**config.mk**
```make
export PLATFORM = sky130hd
export DESIGN_NAME = sorted_timer_queue
export DESIGN_NICKNAME = d
export VERILOG_FILES = /design/src/hdl/stq_pkg.sv /design/src/hdl/stq_mem.sv /design/src/hdl/sorted_timer_queue.sv
export VERILOG_INCLUDE_DIRS = /design/src /design/src/hdl
export SDC_FILE = /design/constraint.sdc
export NUM_CORES = 2
export LEC_CHECK = 0
export ABC_CLOCK_PERIOD_IN_PS = 15150
export BUFFER_PORTS_ARGS = -buffer_cell sky130_fd_sc_hd__buf_2
export CORE_MARGIN = 2
export CORE_UTILIZATION = 26
export DETAILED_ROUTE_END_ITERATION = 7
export GPL_TIMING_DRIVEN = 0
export MAX_ROUTING_LAYER = met4
export PLACE_DENSITY_LB_ADDON = 0.05
export SLEW_MARGIN = 20
export SYNTH_ARGS = -nofsm -noshare
export SYNTH_HDL_FRONTEND = slang
export SYNTH_HIERARCHICAL = 1
export SYNTH_SLANG_ARGS = --single-unit
```
**constraint.sdc**
```tcl
create_clock -name clk -period 15.15 [get_ports clk]
set_input_delay 3.7875 -clock clk [delete_from_list [all_inputs] [get_ports clk]]
set_output_delay 3.7875 -clock clk [all_outputs]
set_load 0.02 [all_outputs]
```
**src/hdl/assert_macros.svh**
```systemverilog
// assertion macros shared by the rtl
`ifndef ASSERT_MACROS_SVH
`define ASSERT_MACROS_SVH

// same-cycle implication, sampled on clk, off during reset
`define STQ_ASSERT_IMPL(label, ante, cons, msg) \
  label: assert property (@(posedge clk) disable iff (!rst_n) (ante) |-> (cons)) \
    else $error(msg);

// next-cycle implication, sampled on clk, off during reset
`define STQ_ASSERT_NEXT(label, ante, cons, msg) \
  label: assert property (@(posedge clk) disable iff (!rst_n) (ante) |=> (cons)) \
    else $error(msg);

`endif

```
**src/hdl/stq_pkg.sv**
```systemverilog
// types and constants of the sorted timer queue
package stq_pkg;

  localparam int MAX_RESULTS = 16;
  localparam int CNT_W = $clog2(MAX_RESULTS + 1);

  typedef enum logic [1:0] {
    K_ADD  = 2'd0,
    K_ADJ  = 2'd1,
    K_DEL  = 2'd2,
    K_TICK = 2'd3
  } stq_kind_t;

  typedef enum logic [4:0] {
    ST_IDLE,
    ST_ADD_W,
    ST_ADD_CMP,
    ST_ADJ_RD,
    ST_ADJ_NX,
    ST_ADJ_CMP,
    ST_DEL_RD,
    ST_UL_LD,
    ST_UL_P,
    ST_UL_N,
    ST_WALK_HEAD,
    ST_WALK_RD,
    ST_WALK_CMP,
    ST_LNK_S,
    ST_LNK_P,
    ST_LNK_C,
    ST_TK_RD,
    ST_TK_CMP,
    ST_TK_FIN
  } stq_state_t;

  typedef struct packed {
    logic exp;
    logic tag;
    logic nxt;
    logic prv;
  } stq_we_t;

endpackage

```
**src/hdl/stq_mem.sv**
```systemverilog
// entry storage: expiry and tag memory plus link memory, registered read
module stq_mem
  import stq_pkg::*;
#(
  parameter int SLOTS = 16
) (
  input  logic                             clk,
  input  stq_we_t                          we,
  input  logic [$clog2(SLOTS)-1:0]         waddr,
  input  logic [31:0]                      wexp,
  input  logic [31:0]                      wtag,
  input  logic [$clog2(SLOTS+1)-1:0]       wnxt,
  input  logic [$clog2(SLOTS+1)-1:0]       wprv,
  input  logic [$clog2(SLOTS)-1:0]         raddr,
  output logic [31:0]                      rexp,
  output logic [31:0]                      rtag,
  output logic [$clog2(SLOTS+1)-1:0]       rnxt,
  output logic [$clog2(SLOTS+1)-1:0]       rprv
);

  localparam int LW = $clog2(SLOTS + 1);

  logic [63:0]     data_mem [SLOTS];
  logic [2*LW-1:0] link_mem [SLOTS];
  logic [63:0]     data_r;
  logic [2*LW-1:0] link_r;

  always_ff @(posedge clk) begin
    if (we.exp) data_mem[waddr][63:32] <= wexp;
    if (we.tag) data_mem[waddr][31:0] <= wtag;
    if (we.nxt) link_mem[waddr][2*LW-1:LW] <= wnxt;
    if (we.prv) link_mem[waddr][LW-1:0] <= wprv;
    data_r <= data_mem[raddr];
    link_r <= link_mem[raddr];
  end

  assign rexp = data_r[63:32];
  assign rtag = data_r[31:0];
  assign rnxt = link_r[2*LW-1:LW];
  assign rprv = link_r[LW-1:0];

endmodule

```
**src/hdl/sorted_timer_queue.sv**
```systemverilog
// sorted timer queue top level: command sequencer, list head and tail, result register
// Timers live in a doubly linked list kept in a one-port-read memory, sorted by
// expiry, equal keys in arrival order, but an adjust checks only the next entry
// and so never moves a lowered expiry forward. One transaction is worked at a time
// and in_stall stays high until it is done. Add writes the entry, walks the list
// from the head in order and links the entry in; delete unlinks the entry from its
// neighbours; an adjust rewrites the expiry, stays in place unless the next entry
// expires no later, and else is unlinked and walked in again from the head. Tick
// pops expired timers from the head (at most 16 per tick); results leave through
// an output register, and a tick waits there while the consumer stalls.
module sorted_timer_queue
  import stq_pkg::*;
#(
  parameter int SLOTS = 16
) (
  input  logic        clk,
  input  logic        rst_n,
  input  logic        in_valid,
  output logic        in_stall,
  input  logic [1:0]  in_kind,
  input  logic [3:0]  in_slot,
  input  logic [31:0] in_expiry,
  input  logic [31:0] in_tag,
  input  logic [31:0] in_now,
  output logic        out_valid,
  input  logic        out_stall,
  output logic [3:0]  out_expired_slot,
  output logic [31:0] out_expired_tag,
  output logic        out_last
);

`include "assert_macros.svh"

  localparam int SW = $clog2(SLOTS);
  localparam int LW = $clog2(SLOTS + 1);
  localparam logic [LW-1:0] NIL = LW'(SLOTS);

  stq_state_t state_r, state_nxt;
  logic [LW-1:0] s_r, s_nxt, p_r, p_nxt, c_r, c_nxt, head_r, head_nxt, tail_r, tail_nxt;
  logic [31:0] e_r, e_nxt, t_r, t_nxt, now_r, now_nxt;
  logic is_adj_r, is_adj_nxt;
  logic [SLOTS-1:0] occ_r, occ_nxt;
  logic [CNT_W-1:0] cnt_r, cnt_nxt;
  logic pend_v_r, pend_v_nxt;
  logic [3:0] pend_slot_r, pend_slot_nxt;
  logic [31:0] pend_tag_r, pend_tag_nxt;
  logic out_v_r, out_v_nxt, out_last_r, out_last_nxt;
  logic [3:0] out_slot_r, out_slot_nxt;
  logic [31:0] out_tag_r, out_tag_nxt;

  stq_we_t we;
  logic [LW-1:0] wa, ra, wnxt, wprv, in_slot_lw;
  logic [31:0] rexp, rtag;
  logic [LW-1:0] rnxt, rprv;
  logic push, push_last, out_free, in_rng;

  stq_mem #(.SLOTS(SLOTS)) u_mem (
    .clk   (clk),
    .we    (we),
    .waddr (wa[SW-1:0]),
    .wexp  (e_r),
    .wtag  (t_r),
    .wnxt  (wnxt),
    .wprv  (wprv),
    .raddr (ra[SW-1:0]),
    .rexp  (rexp),
    .rtag  (rtag),
    .rnxt  (rnxt),
    .rprv  (rprv)
  );

  assign in_slot_lw = LW'(in_slot);
  assign in_rng = (7'(in_slot) < 7'(SLOTS));
  assign out_free = !out_v_r || !out_stall;
  assign in_stall = (state_r != ST_IDLE) || !rst_n;

  always_comb begin
    state_nxt = state_r;
    s_nxt = s_r;
    e_nxt = e_r;
    t_nxt = t_r;
    now_nxt = now_r;
    is_adj_nxt = is_adj_r;
    p_nxt = p_r;
    c_nxt = c_r;
    head_nxt = head_r;
    tail_nxt = tail_r;
    occ_nxt = occ_r;
    cnt_nxt = cnt_r;
    pend_v_nxt = pend_v_r;
    pend_slot_nxt = pend_slot_r;
    pend_tag_nxt = pend_tag_r;
    we = '0;
    wa = s_r;
    ra = s_r;
    wnxt = c_r;
    wprv = p_r;
    push = 1'b0;
    push_last = 1'b0;
    unique case (state_r)
      ST_IDLE: begin
        if (in_valid) begin
          s_nxt = in_slot_lw;
          e_nxt = in_expiry;
          t_nxt = in_tag;
          now_nxt = in_now;
          cnt_nxt = '0;
          is_adj_nxt = (stq_kind_t'(in_kind) == K_ADJ);
          unique case (stq_kind_t'(in_kind))
            K_TICK: state_nxt = ST_TK_RD;
            K_ADD: if (in_rng && !occ_r[in_slot_lw[SW-1:0]]) state_nxt = ST_ADD_W;
            K_ADJ: if (in_rng && occ_r[in_slot_lw[SW-1:0]]) state_nxt = ST_ADJ_RD;
            K_DEL: if (in_rng && occ_r[in_slot_lw[SW-1:0]]) state_nxt = ST_DEL_RD;
            default: state_nxt = ST_IDLE;
          endcase
        end
      end
      ST_ADD_W: begin
        we.exp = 1'b1;
        we.tag = 1'b1;
        occ_nxt[s_r[SW-1:0]] = 1'b1;
        if (head_r == NIL) begin
          p_nxt = NIL;
          c_nxt = NIL;
          state_nxt = ST_LNK_S;
        end else begin
          ra = head_r;
          state_nxt = ST_ADD_CMP;
        end
      end
      ST_ADD_CMP: begin
        if (e_r < rexp) begin
          p_nxt = NIL;
          c_nxt = head_r;
          state_nxt = ST_LNK_S;
        end else begin
          p_nxt = head_r;
          c_nxt = rnxt;
          state_nxt = ST_WALK_RD;
        end
      end
      ST_ADJ_RD: begin
        we.exp = 1'b1;
        state_nxt = ST_ADJ_NX;
      end
      ST_ADJ_NX: begin
        p_nxt = rprv;
        c_nxt = rnxt;
        if (rnxt == NIL) begin
          state_nxt = ST_IDLE;
        end else begin
          ra = rnxt;
          state_nxt = ST_ADJ_CMP;
        end
      end
      ST_ADJ_CMP: begin
        state_nxt = (e_r < rexp) ? ST_IDLE : ST_UL_P;
      end
      ST_DEL_RD: begin
        state_nxt = ST_UL_LD;
      end
      ST_UL_LD: begin
        p_nxt = rprv;
        c_nxt = rnxt;
        state_nxt = ST_UL_P;
      end
      ST_UL_P: begin
        if (p_r == NIL) begin
          head_nxt = c_r;
        end else begin
          we.nxt = 1'b1;
          wa = p_r;
          wnxt = c_r;
        end
        state_nxt = ST_UL_N;
      end
      ST_UL_N: begin
        if (c_r == NIL) begin
          tail_nxt = p_r;
        end else begin
          we.prv = 1'b1;
          wa = c_r;
          wprv = p_r;
        end
        if (!is_adj_r) begin
          occ_nxt[s_r[SW-1:0]] = 1'b0;
          state_nxt = ST_IDLE;
        end else if (head_r == NIL) begin
          p_nxt = NIL;
          c_nxt = NIL;
          state_nxt = ST_LNK_S;
        end else begin
          ra = head_r;
          state_nxt = ST_WALK_HEAD;
        end
      end
      ST_WALK_HEAD: begin
        p_nxt = head_r;
        c_nxt = rnxt;
        state_nxt = ST_WALK_RD;
      end
      ST_WALK_RD: begin
        if (c_r == NIL) begin
          state_nxt = ST_LNK_S;
        end else begin
          ra = c_r;
          state_nxt = ST_WALK_CMP;
        end
      end
      ST_WALK_CMP: begin
        if (rexp > e_r) begin
          state_nxt = ST_LNK_S;
        end else begin
          p_nxt = c_r;
          c_nxt = rnxt;
          state_nxt = ST_WALK_RD;
        end
      end
      ST_LNK_S: begin
        we.nxt = 1'b1;
        we.prv = 1'b1;
        state_nxt = ST_LNK_P;
      end
      ST_LNK_P: begin
        if (p_r == NIL) begin
          head_nxt = s_r;
        end else begin
          we.nxt = 1'b1;
          wa = p_r;
          wnxt = s_r;
        end
        state_nxt = ST_LNK_C;
      end
      ST_LNK_C: begin
        if (c_r == NIL) begin
          tail_nxt = s_r;
        end else begin
          we.prv = 1'b1;
          wa = c_r;
          wprv = s_r;
        end
        state_nxt = ST_IDLE;
      end
      ST_TK_RD: begin
        if (head_r == NIL || cnt_r == CNT_W'(MAX_RESULTS)) begin
          state_nxt = ST_TK_FIN;
        end else begin
          ra = head_r;
          state_nxt = ST_TK_CMP;
        end
      end
      ST_TK_CMP: begin
        ra = head_r;
        if (now_r >= rexp) begin
          if (!pend_v_r || out_free) begin
            push = pend_v_r;
            pend_v_nxt = 1'b1;
            pend_slot_nxt = 4'(head_r);
            pend_tag_nxt = rtag;
            occ_nxt[head_r[SW-1:0]] = 1'b0;
            head_nxt = rnxt;
            if (rnxt == NIL) begin
              tail_nxt = NIL;
            end else begin
              we.prv = 1'b1;
              wa = rnxt;
              wprv = NIL;
            end
            cnt_nxt = cnt_r + 1'b1;
            state_nxt = ST_TK_RD;
          end
        end else begin
          state_nxt = ST_TK_FIN;
        end
      end
      ST_TK_FIN: begin
        if (!pend_v_r) begin
          state_nxt = ST_IDLE;
        end else if (out_free) begin
          push = 1'b1;
          push_last = 1'b1;
          pend_v_nxt = 1'b0;
          state_nxt = ST_IDLE;
        end
      end
      default: state_nxt = ST_IDLE;
    endcase

    out_slot_nxt = out_slot_r;
    out_tag_nxt = out_tag_r;
    out_last_nxt = out_last_r;
    if (push) begin
      out_v_nxt = 1'b1;
      out_slot_nxt = pend_slot_r;
      out_tag_nxt = pend_tag_r;
      out_last_nxt = push_last;
    end else if (!out_stall) begin
      out_v_nxt = 1'b0;
    end else begin
      out_v_nxt = out_v_r;
    end
  end

  always_ff @(posedge clk) begin
    if (!rst_n) begin
      state_r <= ST_IDLE;
      head_r <= NIL;
      tail_r <= NIL;
      occ_r <= '0;
      cnt_r <= '0;
      pend_v_r <= 1'b0;
      out_v_r <= 1'b0;
      is_adj_r <= 1'b0;
    end else begin
      state_r <= state_nxt;
      head_r <= head_nxt;
      tail_r <= tail_nxt;
      occ_r <= occ_nxt;
      cnt_r <= cnt_nxt;
      pend_v_r <= pend_v_nxt;
      out_v_r <= out_v_nxt;
      is_adj_r <= is_adj_nxt;
    end
  end

  always_ff @(posedge clk) begin
    s_r <= s_nxt;
    e_r <= e_nxt;
    t_r <= t_nxt;
    now_r <= now_nxt;
    p_r <= p_nxt;
    c_r <= c_nxt;
    pend_slot_r <= pend_slot_nxt;
    pend_tag_r <= pend_tag_nxt;
    out_slot_r <= out_slot_nxt;
    out_tag_r <= out_tag_nxt;
    out_last_r <= out_last_nxt;
  end

  assign out_valid = out_v_r;
  assign out_expired_slot = out_slot_r;
  assign out_expired_tag = out_tag_r;
  assign out_last = out_last_r;

  `STQ_ASSERT_IMPL(a_head_tail_nil, (state_r == ST_IDLE), ((head_r == NIL) == (tail_r == NIL)), "head and tail disagree on empty list")
  `STQ_ASSERT_IMPL(a_empty_no_head, (state_r == ST_IDLE && occ_r == '0), (head_r == NIL), "list head set while no slot is occupied")
  `STQ_ASSERT_IMPL(a_tick_bound, 1'b1, (cnt_r <= CNT_W'(MAX_RESULTS)), "tick popped too many timers")
  `STQ_ASSERT_NEXT(a_last_ends_tick, (state_r == ST_TK_FIN && pend_v_r && out_free), (out_valid && out_last && state_r == ST_IDLE), "final expiry not marked last")

endmodule
```
# Word-level counts from Yosys, hierarchy flattened
# Memory sizes are Yosys's and may differ from the RTL's. A register that Yosys moved wholly into a read port is not among the register bits.
# Cells that the tools add are included.
[totals] ff_bits=217 mem_bits_rw=1184 output_inout_bits=39 word_cells=201 memories=2
[memory_table] memory="u_mem.data_mem" words=16 width=64 read_ports=1 rd_clocked_by_memory_dff=1 write_ports=1 line="stq_mem.sv:23" text="logic [63:0] data_mem [SLOTS];"
[memory_table] memory="u_mem.link_mem" words=16 width=10 read_ports=1 rd_clocked_by_memory_dff=1 write_ports=1 line="stq_mem.sv:24" text="logic [2*LW-1:0] link_mem [SLOTS];"
[op_classes] n_addsub=1 magnitude_cmp=8 eq_ne=40 mux=94 n_bitwise=5 reduce_logical=33
[op_table] op="$mux 5" n=29
[op_table] op="$pmux 5 s18" n=1
[op_table] op="$mux 16" n=3
[op_table] op="$pmux 16 s3" n=1
[op_table] op="$mux 4" n=11
[op_table] op="$eq 5x4->1 const B" n=8
[op_table] op="$eq 5x5->1 const B" n=8
[op_table] op="$and 16x16->16" n=2
[op_table] op="$ge 32x32->1" n=1
[op_table] op="$gt 32x32->1" n=1
[op_table] op="$lt 32x32->1" n=1
[op_table] op="$not 16->16" n=2
[op_table] op="$pmux 5 s6" n=1
[op_table] op="$mux 1" n=29
[op_table] op="$pmux 5 s5" n=1
[op_table] op="$pmux 4 s6" n=1
[op_table] op="$eq 5x3->1 const B" n=4
[op_table] op="$pmux 5 s2" n=2
[op_table] op="$pmux 5 s4" n=1
[op_table] op="$ne 2x2->1 const B" n=8
[op_table] op="$or 16x16->16" n=1
[op_table] op="$lt 4x5->1 const B" n=3
[op_table] op="$ne 3x3->1 const B" n=5
[op_table] op="$pmux 5 s3" n=1
[op_table] op="30 further kinds" n=56

# Logic depth before layout (Yosys ltp)
[depth] ltp_word=9 mapped_depth=14 depth_no_buf=12

# Hierarchy
# Netlist, hierarchy kept.
[modules_own_cells] mod="stq_mem" n_inst=1 cells_per_inst=1968 area_each_um2=46158.0 seq_area_each_um2=37035.5
[modules_own_cells] mod="sorted_timer_queue" n_inst=1 cells_per_inst=880 area_each_um2=10380.0 seq_area_each_um2=6175.9

# Least setup slack after synthesis
# OpenSTA, ideal clock, no wires.
[synth_timing] path_type="input to output" startpoint="in rst_n" endpoint="out in_stall" arrival_ns=4.488 required_ns=11.363 setup_slack_ns=6.874 stages=3 path_buffers=2 cell_sequence="clkbuf_1 clkbuf_1 nand2_1"
[synth_via] elab_chain_cells=2
[synth_rtl] item="start: declaration" line="sorted_timer_queue.sv:17" text="input logic rst_n,"
[synth_rtl] item="$logic_not 1->1"
[synth_rtl] item="$logic_or 1x1->1" line="sorted_timer_queue.sv:75" text="assign in_stall = (state_r != ST_IDLE) || !rst_n;"
[synth_rtl] item="end: declaration" line="sorted_timer_queue.sv:19" text="output logic in_stall,"
# Every way passes these cells.

# Final worst setup path
# Same ends and word-level chain as after synthesis.

==> metrics.md <==
| Metric | Value |
|---|---|
| CP arrival | `~5400 ps` |
| R2r startpoint | `u_mem/data_r[62]` |
| Outcome | `completed` |
| Top post-synthesis cells by count | `edfxtp_1 (1,367), mux4_2 (297), a22oi_1 (157)` |
| Final WL | `~170 mm` |
| Resized Gates After CTS | `0` |
| Worst Max-Slew Pin Slew | `~1300 ps` |
| Tmin final | `about 9000 ps` |
| Hold Vio Cnt, Final | `0` |
| # fillers | `~21,000` |
| Yosys top cell area share | `0.726` |
| Worst hold start | `u_mem/data_r[0]` |
| CTS Sinks | `1,475` |
| Setup Fix Bufs, Post-CTS | `0` |
| HPWL after detailed placement | `around 110 mm` |
| Number of iterations in the first detailed-routing pass | `6` |
| Count leader, synth | `edfxtp_1` |
| Count of input and output buffers | `~140` |
| Crit path cell chain | `buf_2 > clkbuf_1 > clkbuf_1 > nand2_1 > buf_2` |
| Total Routing Usage GR | `0.155` |
| Maximum Capacitance Violations | `0` |
| Total grt overflow | `0` |
| Syn nets | `3,024` |
| Via count | `28,900` |
| Via/cell ratio | `about 4.7` |
| Root Buffer | `clkbuf_16` |
| # nets final | `roughly 3,400` |
| Routed length per placed instance | `roughly 27 um` |
| Post-synth EDFFs | `approximately 1,400` |
| Clk buf depth | `3` |
| Worst path buffer plus inverter count | `4` |
| Initial antenna violation count | `4` |
| CTS tree | `yes` |
| Post-route cell area | `0.0675 sq mm` |
| Asr flop ratio synth | `0` |
| Post-synth top area cell | `edfxtp_1` |
| Pre-CTS setup slack | `5910 ps` |
| CP delay by family, top | `buffers and inverters` |
| R2r setup slk | `about 9300 ps` |
| Setup violators final | `0` |
| Distinct cells, synth | `a little over 70` |
| DR DRC count | `0` |
| Worst Reg-to-Reg Cells | `13` |
| Register area | `~0.043 sq mm` |
| Critical path origin | `rst_n` |
| Antenna Nets Post-Route | `0` |
| Unrepaired setup endpoints after global routing | `no` |
| R2r endpoint | `u_mem/data_mem[4][18]` |
| PwrDens | `201 mW/mm^2` |
| Fraction of layout cells with a size suffix above 1 | `0.250` |
| Die height | `roughly 470 um` |
| Site row count | `171` |
| Initial Util | `0.261` |
| Core footprint | `0.217 sq mm` |
| Hold_buf cts | `0` |
| Critical Path End Type | `output pin` |
| Yosys warning total | `6` |
| Ys flop type | `edfxtp_1` |
| Post-Syn Area | `0.0565 sq mm` |
| WP depth | `5` |
| Area of the multi-input gates | `0.0125 sq mm` |
| Largest net degree at the start of global routing | `61` |
| Total negative slack | `0 ps` |
| Vias in the first global route | `between 30,000 and 40,000` |
| Die X | `~470 um` |
| Highest Clock Rate | `109 MHz` |
| Syn Inst Count | `~2,800` |
| Final WS setup | `6010 ps` |
| Slowest CP cell | `clkbuf_1` |
| Syn_area_per_cell | `19.9 sq um` |
| Startpoint types | `input port` |
| Register area share after synthesis | `0.764` |
| CP max FO | `10` |
| Critical Path Sink | `in_stall` |
| Static Leakage | `roughly 22 nW` |
| Global-route wire length before repair | `about 240 mm` |
| Clock skew | `around 29 ps` |
| Final Slew Violations | `0` |
| Yosys reg bits | `between 1,000 and 1,500` |
| Max_slew headroom | `0.124` |
| GPL Wtd Cong | `approximately 0.81` |
| Hold path depth | `0` |
| Final worst-path cycle share | `0.603` |
| DP Area | `0.0619 sq mm` |
| CP required | `11,360 ps` |
| Worst-Skew Late Latency | `approximately 800 ps` |
| Hold WS | `~400 ps` |
| Syn-to-layout area delta | `19.5%` |
| Number of I/O pins | `between 100 and 150` |
| Largest cells by area after synthesis | `edfxtp_1 (73%), mux4_2 (12%), dfxtp_1 (3.8%), a22oi_1 (2.1%), ha_1 (1.5%)` |
| Worst vdd ir | `roughly 0.13 mV` |
| Starting DRT DRC Count | `2,322` |
| Crit-path max cell delay | `between 600 and 700 ps` |
| Cts bufs inserted | `between 150 and 200` |
| H-tree depth | `4` |
| CTS clk-pin slew, worst paths | `approximately 60 ps` |
| Kind of critical path | `in -> out` |
| Worst min path class | `reg -> reg` |
| Die ar. | `~0.22 sq mm` |
==> worst register-to-register path, cell delays in order, from the launching register on <==
cell and delay, ps:
dfxtp_1 480, inv_1 90, ha_1 320, nand4_1 190, or4_1 730, a31oi_4 560, o21ba_2 340, and2_1 180
clkbuf_1 380, o21ai_1 370, nand2b_1 310, nor3_1 740, and2_4 520, buf_12 270
==> how the worst min path moves through the flow <==
| stage | endpoint | slack [ps] |
|---|---|---|
| floorplan | pend_tag_r[0] | 390 |
| global placement | pend_tag_r[10] | 390 |
| detailed placement | pend_tag_r[30] | 390 |
| CTS | pend_tag_r[0] | 400 |
| global route | pend_tag_r[6] | 410 |
| finish | pend_tag_r[0] | 400 |
==> layout by cell type (no fill, tap or decap), drive strengths merged, types with 18 or more instances in the layout <==
| master | instances |
|---|---|
| inv | 91 |
| nand2 | 144 |
| buf | 248 |
| and2 | 73 |
| a21oi | 55 |
| nor3 | 21 |
| o21ai | 48 |
| ha | 70 |
| nor2 | 60 |
| clkinv | 55 |
| clkbuf | 306 |
| nand3 | 20 |
| a22oi | 157 |
| mux4 | 300 |
| bufinv | 18 |
| dfxtp | 108 |
| nand2b | 20 |
| edfxtp | 1367 |
==> final cells by class <==
type	count	share of cell area
clock buffers	229	0.0697
plain buffers	142	0.0104
well taps	2854	0.0529
diodes	3	0.000111
multi-input cells	1147	0.185
clock inverters	84	0.0136
flip-flops and latches	1475	0.640
repair buffers	183	0.0239
inverters	84	0.00478
==> stage by stage <==
step | power [mW] | cells | utilization
final | 13.5 | 6201 | 0.312
after global routing | 14.2 | 6199 | 0.312
after CTS | 13.8 | 6198 | 0.312
after detailed placement | 9.62 | 5885 | 0.286
after global placement | 9.55 | 5846 | 0.281
after floorplan | 7.86 | 2848 | -
==> per-layer routing <==
layer  part of all wire  wire [um]  up-vias  global-route usage
met2               0.48      80500      765               0.248
met5                  0          0        -                   -
met3              0.044       7320      211              0.0242
met4              0.019       3250        0              0.0371
met1               0.45      75800    15500               0.206
li1                   -          -    12400                   -
==> sequential cells by signal (all words and copies together), names as in the netlist, 4 cells and up <==
| signal | count |
|---|---|
| u_mem/data_mem | 1024 |
| u_mem/link_mem | 160 |
| u_mem/data_r | 64 |
| e_r | 32 |
| now_r | 32 |
| out_expired_tag | 32 |
| pend_tag_r | 32 |
| t_r | 32 |
| occ_r | 16 |
| u_mem/link_r | 10 |
| c_r | 5 |
| cnt_r | 5 |
| head_r | 5 |
| p_r | 5 |
| state_r | 5 |
| out_expired_slot | 4 |
| pend_slot_r | 4 |
| s_r | 4 |
==> report_power, final <==
| group | internal, mW | total [mW] | switching [mW] |
|---|---|---|---|
| Combinational | 1.52 | 3.98 | 2.46 |
| Clock | 2.48 | 4.13 | 1.65 |
| Sequential | 5.09 | 5.44 | 0.348 |
| Total | 9.08 | 13.5 | 4.46 |
==> cell families (layout without fill, tap and decap cells) <==
logic type,after synthesis,after routing,share of synthesized area
adders and majority gates,70,70,0.0155
and+or+nand+nor,403,403,0.0353
AOI/OAI and AO/OA,361,361,0.0450
muxes,313,313,0.122
buffers and inverters,226,722,0.0178
other,0,3,0
DFF,1475,1475,0.764
(Power assumes the default switching activity.)
